<file path="config.mk">
export PLATFORM = sky130hd
export DESIGN_NAME = swb_fifo
export DESIGN_NICKNAME = d
export VERILOG_FILES = /design/src/hdl/swb_pkg.sv /design/src/hdl/swb_fifo.sv
export SDC_FILE = /design/constraint.sdc
export NUM_CORES = 1
export LEC_CHECK = 0
export BUFFER_PORTS_ARGS = -buffer_cell sky130_fd_sc_hd__buf_2
export CAP_MARGIN = 20
export CELL_PAD_IN_SITES_DETAIL_PLACEMENT = 2
export CELL_PAD_IN_SITES_GLOBAL_PLACEMENT = 2
export CORE_MARGIN = 2
export CORE_UTILIZATION = 30
export CTS_CLUSTER_DIAMETER = 200
export DETAILED_ROUTE_END_ITERATION = 6
export PLACE_DENSITY_LB_ADDON = 0.1
export RECOVER_POWER = 25
export SYNTH_ARGS = -nofsm -noshare
export SYNTH_HDL_FRONTEND = slang
export SYNTH_SLANG_ARGS = --single-unit
</file>
<file path="constraint.sdc">
create_clock -name clk -period 6.97 [get_ports clk]
set_clock_uncertainty 0.05 [all_clocks]
set_input_delay 0 -clock clk [delete_from_list [all_inputs] [get_ports clk]]
set_output_delay 0 -clock clk [all_outputs]
set_load 0.005 [all_outputs]
</file>
<file path="src/hdl/swb_pkg.sv">
// Shared types, widths and constants of the shadow wedge builder.
package swb_pkg;

  localparam int COORD_W     = 24;
  localparam int RAD_W       = 23;
  localparam int DIFF_W      = 25;
  localparam int PROD_W      = 49;
  localparam int SQ_W        = 49;
  localparam int DOT_W       = 50;
  localparam int R2_W        = 46;
  localparam int MUL_SPLIT   = 25;
  localparam int SQRT_IN_W   = 50;
  localparam int LEN_W       = SQRT_IN_W / 2;
  localparam int MAG_W       = 24;
  localparam int NUM_W       = 48;
  localparam int AREA_P_W    = 48;
  localparam int AREA_W      = 51;
  localparam int QUEUE_DEPTH = 4;
  localparam int IN_DATA_W   = 168;
  localparam int OUT_DATA_W  = 192;

  // flat-quad and endpoint-on-light tolerance in LSBs
  localparam int unsigned EPS_LSBS = 1;

  typedef logic signed [COORD_W-1:0] coord_t;

  localparam coord_t COORD_MAX = 24'sh7FFFFF;
  localparam coord_t COORD_MIN = 24'sh800000;

  // first member sits in the highest bits, so light x lands at bit 0
  typedef struct packed {
    coord_t             by;
    coord_t             bx;
    coord_t             ay;
    coord_t             ax;
    logic [RAD_W-1:0]   rad;
    coord_t             ly;
    coord_t             lx;
  } item_t;

  typedef struct packed {
    item_t            item;
    logic [SQ_W-1:0]  la2;
    logic [SQ_W-1:0]  lb2;
    logic             keep;
  } job_t;

  typedef struct packed {
    item_t item;
    logic  keep;
  } side_t;

  typedef struct packed {
    coord_t c3y;
    coord_t c3x;
    coord_t c2y;
    coord_t c2x;
    coord_t c1y;
    coord_t c1x;
    coord_t c0y;
    coord_t c0x;
  } quad_t;

  typedef struct packed {
    logic full;
    logic empty;
  } qstat_t;

  localparam int JOB_W = $bits(job_t);

endpackage

</file>
<file path="src/hdl/swb_fifo.sv">
// Small register queue between the classify front and the projection back.
module swb_fifo #(
  parameter int W     = swb_pkg::JOB_W,
  parameter int DEPTH = swb_pkg::QUEUE_DEPTH
) (
  input  logic           clk,
  input  logic           rst_n,
  input  logic           push,
  input  logic [W-1:0]   din,
  input  logic           pop,
  output logic [W-1:0]   dout,
  output swb_pkg::qstat_t stat
);

  localparam int AW = (DEPTH > 1) ? $clog2(DEPTH) : 1;

  logic [W-1:0]  mem_r [DEPTH];
  logic [AW-1:0] wp_r;
  logic [AW-1:0] rp_r;
  logic [AW:0]   cnt_r;

  always_ff @(posedge clk) begin
    if (!rst_n) begin
      wp_r  <= '0;
      rp_r  <= '0;
      cnt_r <= '0;
    end else begin
      if (push) begin
        wp_r <= (wp_r == AW'(DEPTH - 1)) ? '0 : wp_r + 1'b1;
      end
      if (pop) begin
        rp_r <= (rp_r == AW'(DEPTH - 1)) ? '0 : rp_r + 1'b1;
      end
      if (push && !pop) begin
        cnt_r <= cnt_r + 1'b1;
      end else if (pop && !push) begin
        cnt_r <= cnt_r - 1'b1;
      end
    end
  end

  always_ff @(posedge clk) begin
    if (push) begin
      mem_r[wp_r] <= din;
    end
  end

  assign dout       = mem_r[rp_r];
  assign stat.full  = (cnt_r == (AW + 1)'(DEPTH));
  assign stat.empty = (cnt_r == '0);

endmodule

</file>
* After elaboration in Yosys (flattened, before gate mapping) *
Memory sizes are Yosys's and may differ from the RTL's. A register that Yosys moved wholly into a read port is not among the register bits.
Index checks and enable logic that the tools add are counted.

storage, ports and cells
  bits in registers = 7
  RAM bits = 1064
  output and inout bits = 268
  word-level logic and storage cells = 25
  memories = 1

cells by class
  add/subtract/negate cells = 4
  equality and inequality tests = 3
  multiplexer cells = 8
  reductions and logical operators = 6

memory list
  memory  depth  width  read ports  clocked after memory_dff  write ports  RTL line        RTL
  mem_r   4      266    1           1                         1            swb_fifo.sv:17  logic [W-1:0] mem_r [DEPTH];

operator list
  kind                 count
  $mux 2               4
  $mux 3               2
  $add 2x1->2 const B  2
  $eq 2x2->1 const B   2
  $add 3x1->3 const B  1
  $eq 3x3->1 const B   1
  $logic_not 3->1      1
  $sub 3x1->3 const B  1
  $logic_and 1x1->1    2
  $logic_not 1->1      2
  $mux 1               2
  $reduce_bool 2->1    1

* Depth between registers and ports, before layout *
  word-level depth = 4
  depth in mapped cells = 7

* Least setup slack after synthesis *
No wires, ideal clock.

  kind = register to register
  from = reg wp_r[0]
  to = mem mem_r[0][0] (netlist name), enable pin
  setup time = 0.660 ns
  arrival time = 6.568 ns
  data required time = 6.260 ns
  slack = -0.308 ns
  cell stages (with the launch flop) = 4
  clock period less this slack = 7.278 ns
  path through = dfxtp_1 > inv_1 > ha_1 > and2_1

RTL lines
  what                    RTL line        RTL
  start, declared         swb_fifo.sv:18  logic [AW-1:0] wp_r;
  start signal, assigned  swb_fifo.sv:29  wp_r <= (wp_r == AW'(DEPTH - 1)) ? '0 : wp_r + 1'b1;
  end, declared           swb_fifo.sv:17

Straight into the memory's write port.

==> flow_metrics.tcl <==
set metrics [dict create \
    rsz0062_at_grt "false" \
    synthDistinctLibCells 24 \
    ys_ff_latch 1073 \
    viasPerCell 4.44 \
    start_util 0.301 \
    path_cells "buf_12, buf_12, mux4_2, buf_2" \
    std_cell_rows 132 \
    async_flop_share 0 \
    detail_route.wl_per_cell_um 23.4 \
    cts_sinks 1073 \
    grt_pass1_wl_um 151000 \
    crit_type "flop to output pin" \
    grt_max_degree 120 \
    tns_ns 0 \
    core_area_um2 129000 \
    cts_resized 0 \
    drc 0 \
    synth_top_area_share 0.821 \
    ys.flop_type "edfxtp_1" \
    ctsLongestPathBuffers 3 \
    area_growth_pct 34.2 \
    period_share 0.505 \
    synth_top_area_cell "edfxtp_1" \
    worstPathRequired_ns 6.92 \
    grt_antenna_before_repair 23 \
    critPathArrivalTime_ns 3.47 \
    power_leakage_uw 0.0175 \
    cp.buffers_inverters 3 \
    gr-usage-all-layers 0.155 \
    die_h_um 364 \
    hp-class "input port to flop" \
    worst_pin_slew_ns 1.22 \
    endpoint_kind "output pin" \
    max_slew_margin 0.184 \
    ios 538 \
    synth_area_leaders "edfxtp_1, mux4_2, dfxtp_1" \
    crit_top_cell "buf_12" \
    finalHoldViolCount 0 \
    slowest_stage "dfxtp_4" \
    finalMaxSlewViolations 0 \
    setup_viol_count_final 0 \
    layout-drive-gt1-share 0.358 \
    first_pass_iters 5 \
    cts_root_buffer "clkbuf_16" \
    ys.warnings.count 0 \
    portBuffers 537 \
    htree_num_levels 3 \
    outcome "finished, final reports clean" \
    overflow 0 \
    drv_cap 0 \
    yosysMostFrequentCell "edfxtp_1" \
    peakVddDrop_v 0.000254 \
    clk_pin_slew_ns 0.06 \
    crit_family "buffers and inverters" \
    ys_top_cells_by_count "edfxtp_1, mux4_2, buf_2, buf_6, buf_8" \
    cts_inserted_buffers 119 \
    drtAntennaViolNets 0 \
    synth_nets 1711 \
    crit_path_start_kind "flop" \
    vias 19552 \
    cp_slowest_stage_delay_ns 0.76 \
    power_density_nw_per_um2 284 \
    yosysSeqAreaShare 0.825 \
    synth_area_um2 38900 \
    syn_inst 1434 \
    post-route-cell-area_um2 52200 \
    syn_avg_cell_area_um2 27.1 \
    place.gp.congestion 0.726 \
    path_max_fanout 60 \
    period_needed_ns 3.52 \
    cts_tree "yes" \
    drt-total-wl_um 103000 \
    max_clock_freq_mhz 284 \
    dpl_cell_area_um2 43600 \
    synth_edf_count 1064 \
    die_area_um2 133000 \
    grt_pass1_vias 22257 \
    dpl.hpwl_um 60900 \
    cts_setup_buffers 0 \
    final_nets 2830 \
    clk_latency_ns 0.71 \
    drtIter0Drc 1027 \
    die_width_um 364 \
]
## metrics by stage
step,std cells,worst slack (ns),hold slack [ns],power [µW],utilization
2_1_floorplan,1434,2.67,0.0489,8210,-
3_3_place_gp,3671,4.03,0.160,8800,0.337
3_5_place_dp,3671,4.03,0.166,8830,0.337
4_1_cts,4396,3.22,0.000167,15100,0.405
5_1_grt,4403,3.08,0.0555,15400,0.405
6_report,4403,3.45,0.0905,14800,0.405
## final cells by class
type	instances	area [µm²]
timing repair buffer	1058	7970
clock buffer	145	3080
multi-input combinational	297	6260
sequential	1073	32100
inverter	4	15.0
tap	1742	2180
antenna	7	17.5
fill	12233	76900
clock inverter	77	582
## placed cells by master, fill, tap and decap left out, types with 6 or more instances in the layout
cell / count
clkinv_2: 22
diode_2: 7
clkbuf_1: 63
buf_12: 13
clkinv_1: 36
edfxtp_1: 1064
ha_1: 6
dfxtp_1: 7
dlygate4sd3_1: 503
mux4_2: 266
clkbuf_16: 119
buf_2: 499
bufinv_16: 7
## power breakdown
group          internal (µW)  switching [µW]
combinational            696             702
clock                   3380            2560
sequential              7410            75.2
## what timing repair did
item,CTS,global route
setup endpoints to repair,0,0
endpoints found under the hold margin,1166,0
hold buffers,503,0
## registers in the layout (all words and copies together), names as in the netlist, named ones only
| register | flops |
|---|---|
| cnt_r | 3 |
| mem_r | 1064 |
| rp_r | 2 |
| wp_r | 2 |
## path summary, 6_finish.rpt
| kind | to | slack (ns) | cells after the start | startpoint |
|---|---|---|---|---|
| setup / recovery | dout[102] | 3.45 | 4 | flop |
| setup reg to reg | mem_r[1][34] | 4.13 | 4 | wp_r[0] |
| hold reg to reg | flop | 0.51 | 2 | rp_r[1] |
| hold / removal | mem_r[1][100] | 0.09 | 2 | din[100] |
## cells by family (layout without fill, tap and decap cells)
kind of cell | count (synthesis) | in the layout | synth area share
DFF | 1073 | 1073 | 0.825
muxes | 270 | 270 | 0.155
buffers and inverters | 64 | 1284 | 0.0139
and+or+nand+nor | 15 | 15 | 0.00231
adders and majority gates | 7 | 7 | 0.00244
AOI/OAI and AO/OA | 3 | 3 | 0.000514
xor gates and xnor gates | 2 | 2 | 0.000450
other | 0 | 7 | 0
## metal layers
metal,global-route usage,share of wire
met5,0,0.0019
met1,0.193,0.41
met4,0.0365,0.018
met3,0.0488,0.068
met2,0.262,0.50
No activity file was read; power rests on OpenSTA's default activity.
